==> src/design/srt2d_pkg.sv <==
// shared types and constants for the 2d scale rotate translate block
package srt2d_pkg;

    localparam int ATAN_ENTRIES = 24;
    localparam logic signed [33:0] CORDIC_X0 = 34'sd652032874;

    typedef enum logic [2:0] {
        REG_SHIFT_X    = 3'd0,
        REG_SHIFT_Y    = 3'd1,
        REG_TURN_ANGLE = 3'd2,
        REG_GAIN_X     = 3'd3,
        REG_GAIN_Y     = 3'd4
    } reg_index_t;

    // coefficient set handed from the trig unit to the datapath
    typedef struct packed {
        logic signed [15:0] cos_val;
        logic signed [15:0] sin_val;
    } trig_t;

    // request carried through the queue
    typedef struct packed {
        logic signed [31:0] px;
        logic signed [31:0] py;
    } point_t;

    function automatic logic signed [33:0] atan_turn(input logic [4:0] idx);
        logic signed [33:0] r;
        begin
            unique case (idx)
                5'd0:  r = 34'sh020000000;
                5'd1:  r = 34'sh012E4051E;
                5'd2:  r = 34'sh009FB385B;
                5'd3:  r = 34'sh0051111D4;
                5'd4:  r = 34'sh0028B0D43;
                5'd5:  r = 34'sh00145D7E1;
                5'd6:  r = 34'sh000A2F61E;
                5'd7:  r = 34'sh000517C55;
                5'd8:  r = 34'sh00028BE53;
                5'd9:  r = 34'sh000145F2F;
                5'd10: r = 34'sh0000A2F98;
                5'd11: r = 34'sh0000517CC;
                5'd12: r = 34'sh000028BE6;
                5'd13: r = 34'sh0000145F3;
                5'd14: r = 34'sh00000A2FA;
                5'd15: r = 34'sh00000517D;
                5'd16: r = 34'sh0000028BE;
                5'd17: r = 34'sh00000145F;
                5'd18: r = 34'sh000000A30;
                5'd19: r = 34'sh000000518;
                5'd20: r = 34'sh00000028C;
                5'd21: r = 34'sh000000146;
                5'd22: r = 34'sh0000000A3;
                5'd23: r = 34'sh000000051;
                default: r = 34'sh0;
            endcase
            return r;
        end
    endfunction

endpackage

==> src/design/srt2d_front.sv <==
// request front end: small fifo that parks points until coefficients are ready
module srt2d_front (
    input  logic               clk,
    input  logic               rst_n,
    input  logic               push,
    input  srt2d_pkg::point_t  push_data,
    input  logic               pop,
    output srt2d_pkg::point_t  head,
    output logic               not_empty,
    output logic               full
);
    srt2d_pkg::point_t mem_reg [4];
    logic [1:0] wr_reg, rd_reg;
    logic [2:0] cnt_reg, cnt_next;

    always_comb
    begin
        cnt_next = cnt_reg + {2'b0, push} - {2'b0, pop};
    end

    always_ff @(posedge clk or negedge rst_n)
    begin
        if (!rst_n)
        begin
            wr_reg  <= '0;
            rd_reg  <= '0;
            cnt_reg <= '0;
        end
        else
        begin
            if (push) wr_reg <= wr_reg + 2'd1;
            if (pop)  rd_reg <= rd_reg + 2'd1;
            cnt_reg <= cnt_next;
        end
    end

    always_ff @(posedge clk)
    begin
        if (push) mem_reg[wr_reg] <= push_data;
    end

    assign head      = mem_reg[rd_reg];
    assign not_empty = (cnt_reg != 3'd0);
    assign full      = (cnt_reg == 3'd4);
endmodule

==> config.mk <==
export PLATFORM = sky130hd
export DESIGN_NAME = srt2d_front
export DESIGN_NICKNAME = d
export VERILOG_FILES = /design/src/design/srt2d_pkg.sv /design/src/design/srt2d_front.sv
export SDC_FILE = /design/constraint.sdc
export NUM_CORES = 1
export LEC_CHECK = 0
export ABC_AREA = 1
export ABC_CLOCK_PERIOD_IN_PS = 3000
export BUFFER_PORTS_ARGS = -buffer_cell sky130_fd_sc_hd__clkbuf_2
export CORE_UTILIZATION = 50
export DETAILED_ROUTE_END_ITERATION = 12
export MAX_ROUTING_LAYER = met4
export PLACE_DENSITY = 0.66
export SYNTH_ARGS = -nofsm -noshare
export SYNTH_HDL_FRONTEND = slang
export SYNTH_SLANG_ARGS = --single-unit
==> constraint.sdc <==
create_clock -name clk -period 3 [get_ports clk]
set_input_delay 0 -clock clk [delete_from_list [all_inputs] [get_ports clk]]
set_output_delay 0 -clock clk [all_outputs]
set_load 0.02 [all_outputs]
==> flow_summary_export.csv <==
group,metric,value,unit
drt,wire_per_inst,14.3,microns
global_route,grtUsageTotal,20.6,%
drt,viasPerCell,4.65,
sta,fin_crit_sh,84.1,%
logic_synthesis,synth.mux.area_fraction,0,%
logic_synthesis,synth_cell_types,15,
placement,portBuffers,133,
hold_path,hp-start,"push_data[6]",
sta,max_clock_freq,396,MHz
final_layout,layout.nets,1323,
clock_network,numCtsBuffers,26,
drt,drc_errors,0,
critical_path,critPathMaxFanout,56,
sta,timing.final.crit_period,2.52,ns
logic_synthesis,synth-simple-area-share,16.9,%
drt,drt_iter0_markers,426,
logic_synthesis,synth.net_count,1125,
sta,worst_pin_slew,0.836,ns
logic_synthesis,synth-adder-area-share,0.848,%
logic_synthesis,synthTopCellsByArea,"edfxtp_1 (69%), nand2_1 (11%), inv_1 (9.0%)",
floorplan,ios,134,
drt,drtAntennaViolNets,0,
placement,place.gp.congestion,0.744,
clock_network,clk_path_buf_depth,3,
placement,dpl_worst_slack,0.990,ns
final_layout,drive_gt1_share,14.8,%
sta,setup_viol,0,
logic_synthesis,synthesis.area,11200,sq um
logic_synthesis,synth_compound_area_share,0.0446,%
logic_synthesis,synthXorXnorAreaFrac,0.234,%
global_route,antenna_found_initial,1,
global_route,grt_max_degree,65,
floorplan,core,21900,sq um
clock_network,cts_tree,"yes",
critical_path,critPathArrivalTime,2.52,ns
power,power.density,949,nW/um^2
flow_run,drv_cap,0,
sta,slew_viol_final,0,
clock_network,clock-sinks,263,
drt,firstDrtPassIters,4,
critical_path,r2r_cells,5,
logic_synthesis,ys_seq_area_share,70.1,%
hold_path,hold_path_class,"input port to flop",
critical_path,path_class,"flop to output port",
final_layout,largest_register_ffs,256,
clock_network,root_buffer,"clkbuf_16",
drt,num_vias,7191,
critical_path,rr_endpoint,"mem_reg[0][3]",
logic_synthesis,synth_top_family_by_area,"simple AND/OR/NAND/NOR gates",
floorplan,core.rowCount,54,
power,vdd.ir_drop.worst,474,uV
clock_network,htree_levels,1,
critical_path,ff2ff_setup_slack,1.10,ns
global_route,grt_overflow,0,
outcome,status,"finished, final reports clean",
sta,maxSlewHeadroom,44.2,%
critical_path,critPathCaptureType,"output port",
floorplan,initial_utilization,51.2,%
logic_synthesis,synth_top_area_share,68.6,%
floorplan,die_h,152,microns
sta,skew,0.0108,ns
final_layout,area_growth,20.7,%
sta,finalSetupTns,0,ns
clock_network,clock_latency,0.52,ns
global_route,grt_pass1_vias,7139,
sta,rsz0062_at_grt,"false",
clock_network,clk_pin_slew_worst_paths,0.06,ns
power,cellLeakagePower,6.35,nW
hold_path,hold_depth,2,
sta,setup_slack,0.477,ns
critical_path,r2r_start,"wr_reg[0]",
logic_synthesis,synthCells,1050,
placement,hpwl,12800,microns
hold_path,hold_path_end,"mem_reg[1][6]",
logic_synthesis,synth_top_cell_by_area,"edfxtp_1",
floorplan,die_area,23000,sq um
floorplan,die_w,152,microns
logic_synthesis,ys_warn_count,0,
drt,totalWireLength,22100,microns
critical_path,critPathLaunchType,"flop",
sta,hold_viol_final,0,
critical_path,required,3.00,ns
global_route,grt_pass1_wl,35300,microns
logic_synthesis,ys_ff_latch,263,
logic_synthesis,syn_avg_cell_area,10.7,sq um
==> kinds of logic after synthesis <==
logic type,count (synthesis)
AOI/OAI and AO/OA,1
xor gates and xnor gates,3
adders and majority gates,7
buffers and inverters,314
DFF,263
and+or+nand+nor,462
==> stage by stage <==
step           hold slack, ns  power, mW  instances  utilization [%]  instance area [sq um]
3_5_place_dp           -0.123       9.94       1432             55.2                  12100
3_3_place_gp           -0.135       9.85       1432             55.2                  12100
2_1_floorplan          -0.296       8.53       1050                -                  11200
5_1_grt                 0.245       13.7       1546             61.8                  13500
6_report                0.242       12.8       1546             61.8                  13500
4_1_cts                 0.226       13.0       1545             61.8                  13500
==> critical path: stages, from the launching register on <==
cell	delay, ns
dfrtp_4	0.66
inv_4	0.52
buf_4	0.40
nand2_1	0.10
nand3_1	0.08
nand2_1	0.07
clkbuf_2	0.15
==> power by group <==
| group | switching [mW] | leakage [nW] | internal [mW] |
|---|---|---|---|
| logic | 3.40 | 3.54 | 1.42 |
| clock network | 1.27 | 0.383 | 1.72 |
| registers | 0.237 | 2.43 | 4.81 |
==> routing by layer <==
layer,GRT usage (%),wire (microns),vias up
li1,-,-,3662
met1,25.8,9760,3329
met2,35.0,10900,166
met3,3.08,1010,34
met4,5.54,403,0
met5,-,0,-
==> repair_timing <==
| item | 4_1_cts | 5_1_grt |
|---|---|---|
| hold buffers | 68 | 0 |
| endpoints found under the hold margin | 268 | 0 |
| resized for setup | 0 | 0 |
| buffers inserted | 0 | 0 |
==> how the worst max path moves through the flow <==
stage                         end  cells past startpoint       from  slack, ns
CTS                      head[41]                      6  rd_reg[0]       0.42
floorplan           mem_reg[2][0]                      4  wr_reg[0]       0.67
global route             head[41]                      6  rd_reg[0]       0.24
detailed placement       head[26]                      6  rd_reg[0]       0.99
global placement         head[27]                      6  rd_reg[0]       1.04
finish                   head[41]                      6  rd_reg[0]       0.48
==> layout make-up <==
cell class	instances	area [sq um]
fillers	1779	8360
clock inverters	11	73.8
diodes	1	2.50
multi-input cells	473	2020
repair buffers	214	1490
inverters	270	1020
flip-flops and latches	263	7870
well taps	280	350
clock buffers	34	702
==> cell usage in the layout, fill, tap and decap left out, drive strengths merged, types with 6 or more instances in the layout <==
| master | instances |
|---|---|
| inv | 266 |
| nand2 | 331 |
| nand3 | 130 |
| dlygate4sd3 | 68 |
| dfrtp | 7 |
| clkbuf | 167 |
| ha | 6 |
| edfxtp | 256 |
| clkinv | 14 |
| buf | 13 |
==> synth_stat cells <==
| library cell | count |
|---|---|
| ha_1 | 6 |
| edfxtp_1 | 256 |
| nor3_1 | 1 |
| buf_4 | 3 |
| buf_2 | 23 |
| nand2_1 | 331 |
| clkbuf_1 | 4 |
| o21ai_1 | 1 |
| fa_1 | 1 |
| dfrtp_1 | 7 |
| xor2_1 | 3 |
| inv_1 | 269 |
| buf_6 | 14 |
| inv_2 | 1 |
| nand3_1 | 130 |
Power figures use the tool's default switching activity.
