==> config.mk <==
export PLATFORM = sky130hd
export DESIGN_NAME = srt2d_trig
export DESIGN_NICKNAME = d
export VERILOG_FILES = /design/src/design/srt2d_pkg.sv /design/src/design/srt2d_trig.sv
export SDC_FILE = /design/constraint.sdc
export NUM_CORES = 1
export LEC_CHECK = 0
export ABC_AREA = 1
export ABC_CLOCK_PERIOD_IN_PS = 5800
export BUFFER_PORTS_ARGS = -buffer_cell sky130_fd_sc_hd__clkbuf_2
export CORE_ASPECT_RATIO = 1.25
export CORE_UTILIZATION = 40
export CTS_CLUSTER_DIAMETER = 100
export DETAILED_ROUTE_END_ITERATION = 10
export GPL_TIMING_DRIVEN = 0
export SETUP_SLACK_MARGIN = 0.5
export SYNTH_ARGS = -nofsm -noshare
export SYNTH_HDL_FRONTEND = slang
export SYNTH_SLANG_ARGS = --single-unit
==> constraint.sdc <==
create_clock -name clk -period 5.8 [get_ports clk]
set_input_delay 0.29 -clock clk [delete_from_list [all_inputs] [get_ports clk]]
set_output_delay 0.29 -clock clk [all_outputs]
set_load 0.03 [all_outputs]
==> src/design/srt2d_pkg.sv <==
// shared types and constants for the 2d scale rotate translate block
package srt2d_pkg;

    localparam int ATAN_ENTRIES = 24;
    localparam logic signed [33:0] CORDIC_X0 = 34'sd652032874;

    typedef enum logic [2:0] {
        REG_SHIFT_X    = 3'd0,
        REG_SHIFT_Y    = 3'd1,
        REG_TURN_ANGLE = 3'd2,
        REG_GAIN_X     = 3'd3,
        REG_GAIN_Y     = 3'd4
    } reg_index_t;

    // coefficient set handed from the trig unit to the datapath
    typedef struct packed {
        logic signed [15:0] cos_val;
        logic signed [15:0] sin_val;
    } trig_t;

    // request carried through the queue
    typedef struct packed {
        logic signed [31:0] px;
        logic signed [31:0] py;
    } point_t;

    function automatic logic signed [33:0] atan_turn(input logic [4:0] idx);
        logic signed [33:0] r;
        begin
            unique case (idx)
                5'd0:  r = 34'sh020000000;
                5'd1:  r = 34'sh012E4051E;
                5'd2:  r = 34'sh009FB385B;
                5'd3:  r = 34'sh0051111D4;
                5'd4:  r = 34'sh0028B0D43;
                5'd5:  r = 34'sh00145D7E1;
                5'd6:  r = 34'sh000A2F61E;
                5'd7:  r = 34'sh000517C55;
                5'd8:  r = 34'sh00028BE53;
                5'd9:  r = 34'sh000145F2F;
                5'd10: r = 34'sh0000A2F98;
                5'd11: r = 34'sh0000517CC;
                5'd12: r = 34'sh000028BE6;
                5'd13: r = 34'sh0000145F3;
                5'd14: r = 34'sh00000A2FA;
                5'd15: r = 34'sh00000517D;
                5'd16: r = 34'sh0000028BE;
                5'd17: r = 34'sh00000145F;
                5'd18: r = 34'sh000000A30;
                5'd19: r = 34'sh000000518;
                5'd20: r = 34'sh00000028C;
                5'd21: r = 34'sh000000146;
                5'd22: r = 34'sh0000000A3;
                5'd23: r = 34'sh000000051;
                default: r = 34'sh0;
            endcase
            return r;
        end
    endfunction

endpackage

==> src/design/srt2d_trig.sv <==
// sequential cordic that turns the angle register into cos and sin in q1.15
module srt2d_trig #(
    parameter int CORDIC_STEPS = 16
) (
    input  logic                 clk,
    input  logic                 rst_n,
    input  logic [15:0]          turn_angle,
    input  logic                 restart,
    output srt2d_pkg::trig_t     trig,
    output logic                 ready
);
    localparam int NSTEP = (CORDIC_STEPS < srt2d_pkg::ATAN_ENTRIES) ?
                           CORDIC_STEPS : srt2d_pkg::ATAN_ENTRIES;

    logic signed [33:0] x_reg, x_next, y_reg, y_next, z_reg, z_next;
    logic [4:0]         step_reg, step_next;
    logic               run_reg, run_next, flip_reg, flip_next;
    logic               ready_reg, ready_next;
    srt2d_pkg::trig_t   trig_reg, trig_next;
    logic [15:0]        a_fold;
    logic               fold;
    logic signed [33:0] xs, ys, at, xr, yr;
    logic signed [18:0] cr, sr;

    always_comb
    begin
        fold   = (turn_angle >= 16'h4000) && (turn_angle < 16'hC000);
        a_fold = fold ? (turn_angle - 16'h8000) : turn_angle;
        xs = x_reg >>> step_reg;
        ys = y_reg >>> step_reg;
        at = srt2d_pkg::atan_turn(step_reg);
        x_next = x_reg; y_next = y_reg; z_next = z_reg;
        step_next = step_reg; run_next = run_reg; flip_next = flip_reg;
        ready_next = ready_reg; trig_next = trig_reg;
        // final rounding of the rotated vector
        xr = (x_reg + 34'sd16384) >>> 15;
        yr = (y_reg + 34'sd16384) >>> 15;
        cr = flip_reg ? -xr[18:0] : xr[18:0];
        sr = flip_reg ? -yr[18:0] : yr[18:0];
        if (restart)
        begin
            x_next = srt2d_pkg::CORDIC_X0;
            y_next = '0;
            z_next = {{2{a_fold[15]}}, a_fold, 16'h0};
            step_next = '0;
            run_next = 1'b1;
            flip_next = fold;
            ready_next = 1'b0;
        end
        else if (run_reg)
        begin
            if (step_reg == 5'(NSTEP))
            begin
                run_next = 1'b0;
                ready_next = 1'b1;
                trig_next.cos_val = (cr > 19'sd32767) ? 16'sd32767 :
                                    (cr < -19'sd32768) ? -16'sd32768 : cr[15:0];
                trig_next.sin_val = (sr > 19'sd32767) ? 16'sd32767 :
                                    (sr < -19'sd32768) ? -16'sd32768 : sr[15:0];
            end
            else
            begin
                if (!z_reg[33])
                begin
                    x_next = x_reg - ys;
                    y_next = y_reg + xs;
                    z_next = z_reg - at;
                end
                else
                begin
                    x_next = x_reg + ys;
                    y_next = y_reg - xs;
                    z_next = z_reg + at;
                end
                step_next = step_reg + 5'd1;
            end
        end
    end

    always_ff @(posedge clk or negedge rst_n)
    begin
        if (!rst_n)
        begin
            run_reg   <= 1'b0;
            ready_reg <= 1'b0;
            step_reg  <= '0;
            flip_reg  <= 1'b0;
        end
        else
        begin
            run_reg   <= run_next;
            ready_reg <= ready_next;
            step_reg  <= step_next;
            flip_reg  <= flip_next;
        end
    end

    always_ff @(posedge clk)
    begin
        x_reg    <= x_next;
        y_reg    <= y_next;
        z_reg    <= z_next;
        trig_reg <= trig_next;
    end

    assign trig  = trig_reg;
    assign ready = ready_reg;
endmodule

==> out/results.md <==
### Critical path
• **critical path arrival** 5.41 ns
• **critical path startpoint category** flip-flop
• **required time of the critical path** 6.06 ns
• **type of destination of the critical path** flip-flop
• **startpoint-to-endpoint class of the critical path** flip-flop to flip-flop
• **Worst path most repeated cell** nand2_1
• **crit-path max cell delay** 0.39 ns
• **Worst Path Max Fanout** 11
• **Critical Path Slowest Stage Cell** dfrtp_2

### Cells and area
• **area added between synthesis and finish** 16.5%
• **post-layout utilization of the core** 47.4%
• **fraction of layout cells with a size suffix above 1** 14.6%
• **count of filler cells inserted in the layout** 5084
• **most frequent standard cell in the layout excluding fill and tap cells** nand2_1
• **number of nets at the end of the flow** 3458
• **final non-filler cell area** 22400 sq um
• **commonest non-fill, non-tap cells in the layout** nand2_1 (868), nand3_1 (386), inv_1 (357)

### Synthesis
• **post-synthesis net count** 3350
• **sequential cell area fraction in the yosys report** 17.6%
• **Cells after Synth** 3213
• **Yosys warnings** 0
• **Mapped Area** 19300 sq um
• **average instance area after synthesis** 5.99 sq um
• **register bit total from synthesis** 142
• **count of cell types in the netlist** 65
• **EDFF count, synth** 50
• **fraction of registers with async set/reset** 5.63%
• **Primary FF master, synth** dfxtp_1

### Die
• **Vert. Die Dim** 247 um
• **Total Die Area** 49000 sq um
• **I/O pin cnt** 52
• **count of standard-cell rows** 89
• **core outline area** 47300 sq um
• **Initial Utilization** 40.7%
• **horizontal die dimension** 198 um

### Outcome
• **run status** completed

### STA
• **worst hold margin** 0.0483 ns
• **RSZ-0062 raised after global routing** true
• **fin crit share** 88.8%
• **Clock Skew** 0.0224 ns
• **max frequency** 0.194 GHz
• **pins over their slew limit** 0
• **Worst Tran Pin Value** 1.40 ns
• **Setup-failing EPs final** 0
• **Fin. Hold Viols** 0
• **Fin Setup TNS** 0 ns
• **Max transition margin** 6.96%
• **post-layout minimum cycle time** 5.15 ns

### Clock network
• **clock insertion delay at the later pin of the skew report** 0.51 ns
• **clock sinks** 142
• **number of buffers created by CTS** 17
• **TritonCTS clock tree** yes
• **Clk Tree Root Cell** clkbuf_16
• **number of buffers on the longest clock path** 2
• **number of H-tree levels** 4
• **Worst-path clk slew** 0.07 ns

### Placed design
• **sum of net half-perimeters after detailed placement** 72000 um
• **number of buffer cells added on primary ports** 50
• **RD Place Congestion** 1.08
• **cell area reported after detailed placement** 20300 sq um

### Global route
• **number of antenna violations at the first check in global routing** 3
• **grt ovf** 0
• **global-route wire length before repair** 132000 um
• **largest net degree at the start of global routing** 26
• **via count of the first global-routing pass** 21688
• **total routing resource utilization after global routing** 37.1%

### Routing
• **detailed-router iteration count before antenna repair** 5
• **post-DR vias/cell** 5.72
• **total wirelength of the detailed-routed design** 90900 um
• **initial drt markers** 1892
• **number of DRC violations after detailed routing** 0
• **antenna-violating nets left** 0
• **Avg WL per Cell** 22.9 um
• **number of vias after detailed routing** 22712

### Min path
• **path class of the lowest-slack min-delay path** input pin to flip-flop

### Run
• **max cap viols** 0

==> worst paths after layout <==
path                               end  cells after the start  slack, ns          start
setup / recovery             z_reg[30]                     29       0.65    step_reg[0]
min in group asynchronous  step_reg[1]                      2       0.24          rst_n
hold reg to reg               z_reg[2]                      2       0.47       z_reg[2]
setup reg to reg             z_reg[30]                     29       0.65    step_reg[0]
max in group asynchronous  step_reg[0]                      2       5.24          rst_n
hold / removal               z_reg[22]                      3       0.05  turn_angle[6]
==> routing by layer <==
layer / wire, um / part of all wire [%] / up-vias / track usage [%]
met5: 0 / 0 / - / 0
met4: 7060 / 7.8 / 0 / 26.5
met3: 5920 / 6.5 / 279 / 5.78
met2: 43600 / 48 / 956 / 64.3
met1: 34300 / 38 / 10668 / 41.1
li1: - / - / 10809 / -
==> Yosys cell counts (all sizes together), types with 63 or more instances <==
library cell,instances,area share (%)
dfxtp,84,8.7
xor2,122,5.7
o21ai,173,4.6
nand2,937,19
a21oi,188,4.9
buf,77,2.6
nand3,416,11
nor2,283,6.2
xnor2,63,2.9
inv,382,7.5
ha,115,7.5
==> layout make-up <==
type	count	area, sq um	area share (%)
Antenna cell	3	7.51	0.0335
Buffer	127	805	3.59
Clock buffer	27	589	2.63
Clock inverter	5	83.8	0.374
Inverter	389	1470	6.54
Multi-Input combinational cell	2555	14700	65.5
Sequential cell	142	3390	15.1
Tap cell	637	797	3.55
Timing Repair Buffer	89	594	2.65
==> per-stage QoR <==
step,setup slack (ns),std cells
global placement,-0.410,3900
global route,0.365,3971
detailed placement,-0.216,3903
floorplan,1.41,3213
finish,0.650,3974
CTS,0.429,3944
==> critical path, delay by kind of cell (launching register included) <==
family | cells | cell delay [ns]
XOR/XNOR | 1 | 0.25
buffers and inverters | 5 | 0.60
flip-flops | 1 | 0.39
AND/OR/NAND/NOR | 13 | 1.60
adder cells (fa/ha/maj) | 2 | 0.58
AO/OA/AOI/OAI | 8 | 1.50
==> kinds of logic (layout without fill, tap and decap cells) <==
logic type	after synthesis	count (layout)	synth area share [%]
AOI/OAI and AO/OA	505	505	15.2
other	0	3	0
adders and majority gates	118	118	7.78
DFF	142	142	17.6
buffers and inverters	516	637	11.1
and+or+nand+nor	1747	1747	39.8
xor gates and xnor gates	185	185	8.53
==> what timing repair did <==
item | 4_1_cts | 5_1_grt
hold buffers | 1 | 0
resized for setup | 77 | 209
hold endpoints to repair | 8 | 0
gates cloned | 0 | 1
buffers inserted | 8 | 26
pin swaps | 8 | 34
setup endpoints to repair | 44 | 44
Power is left out: the tool's default activity adds up to more than one toggle a clock period on the data nets, which glitch-free logic cannot reach.
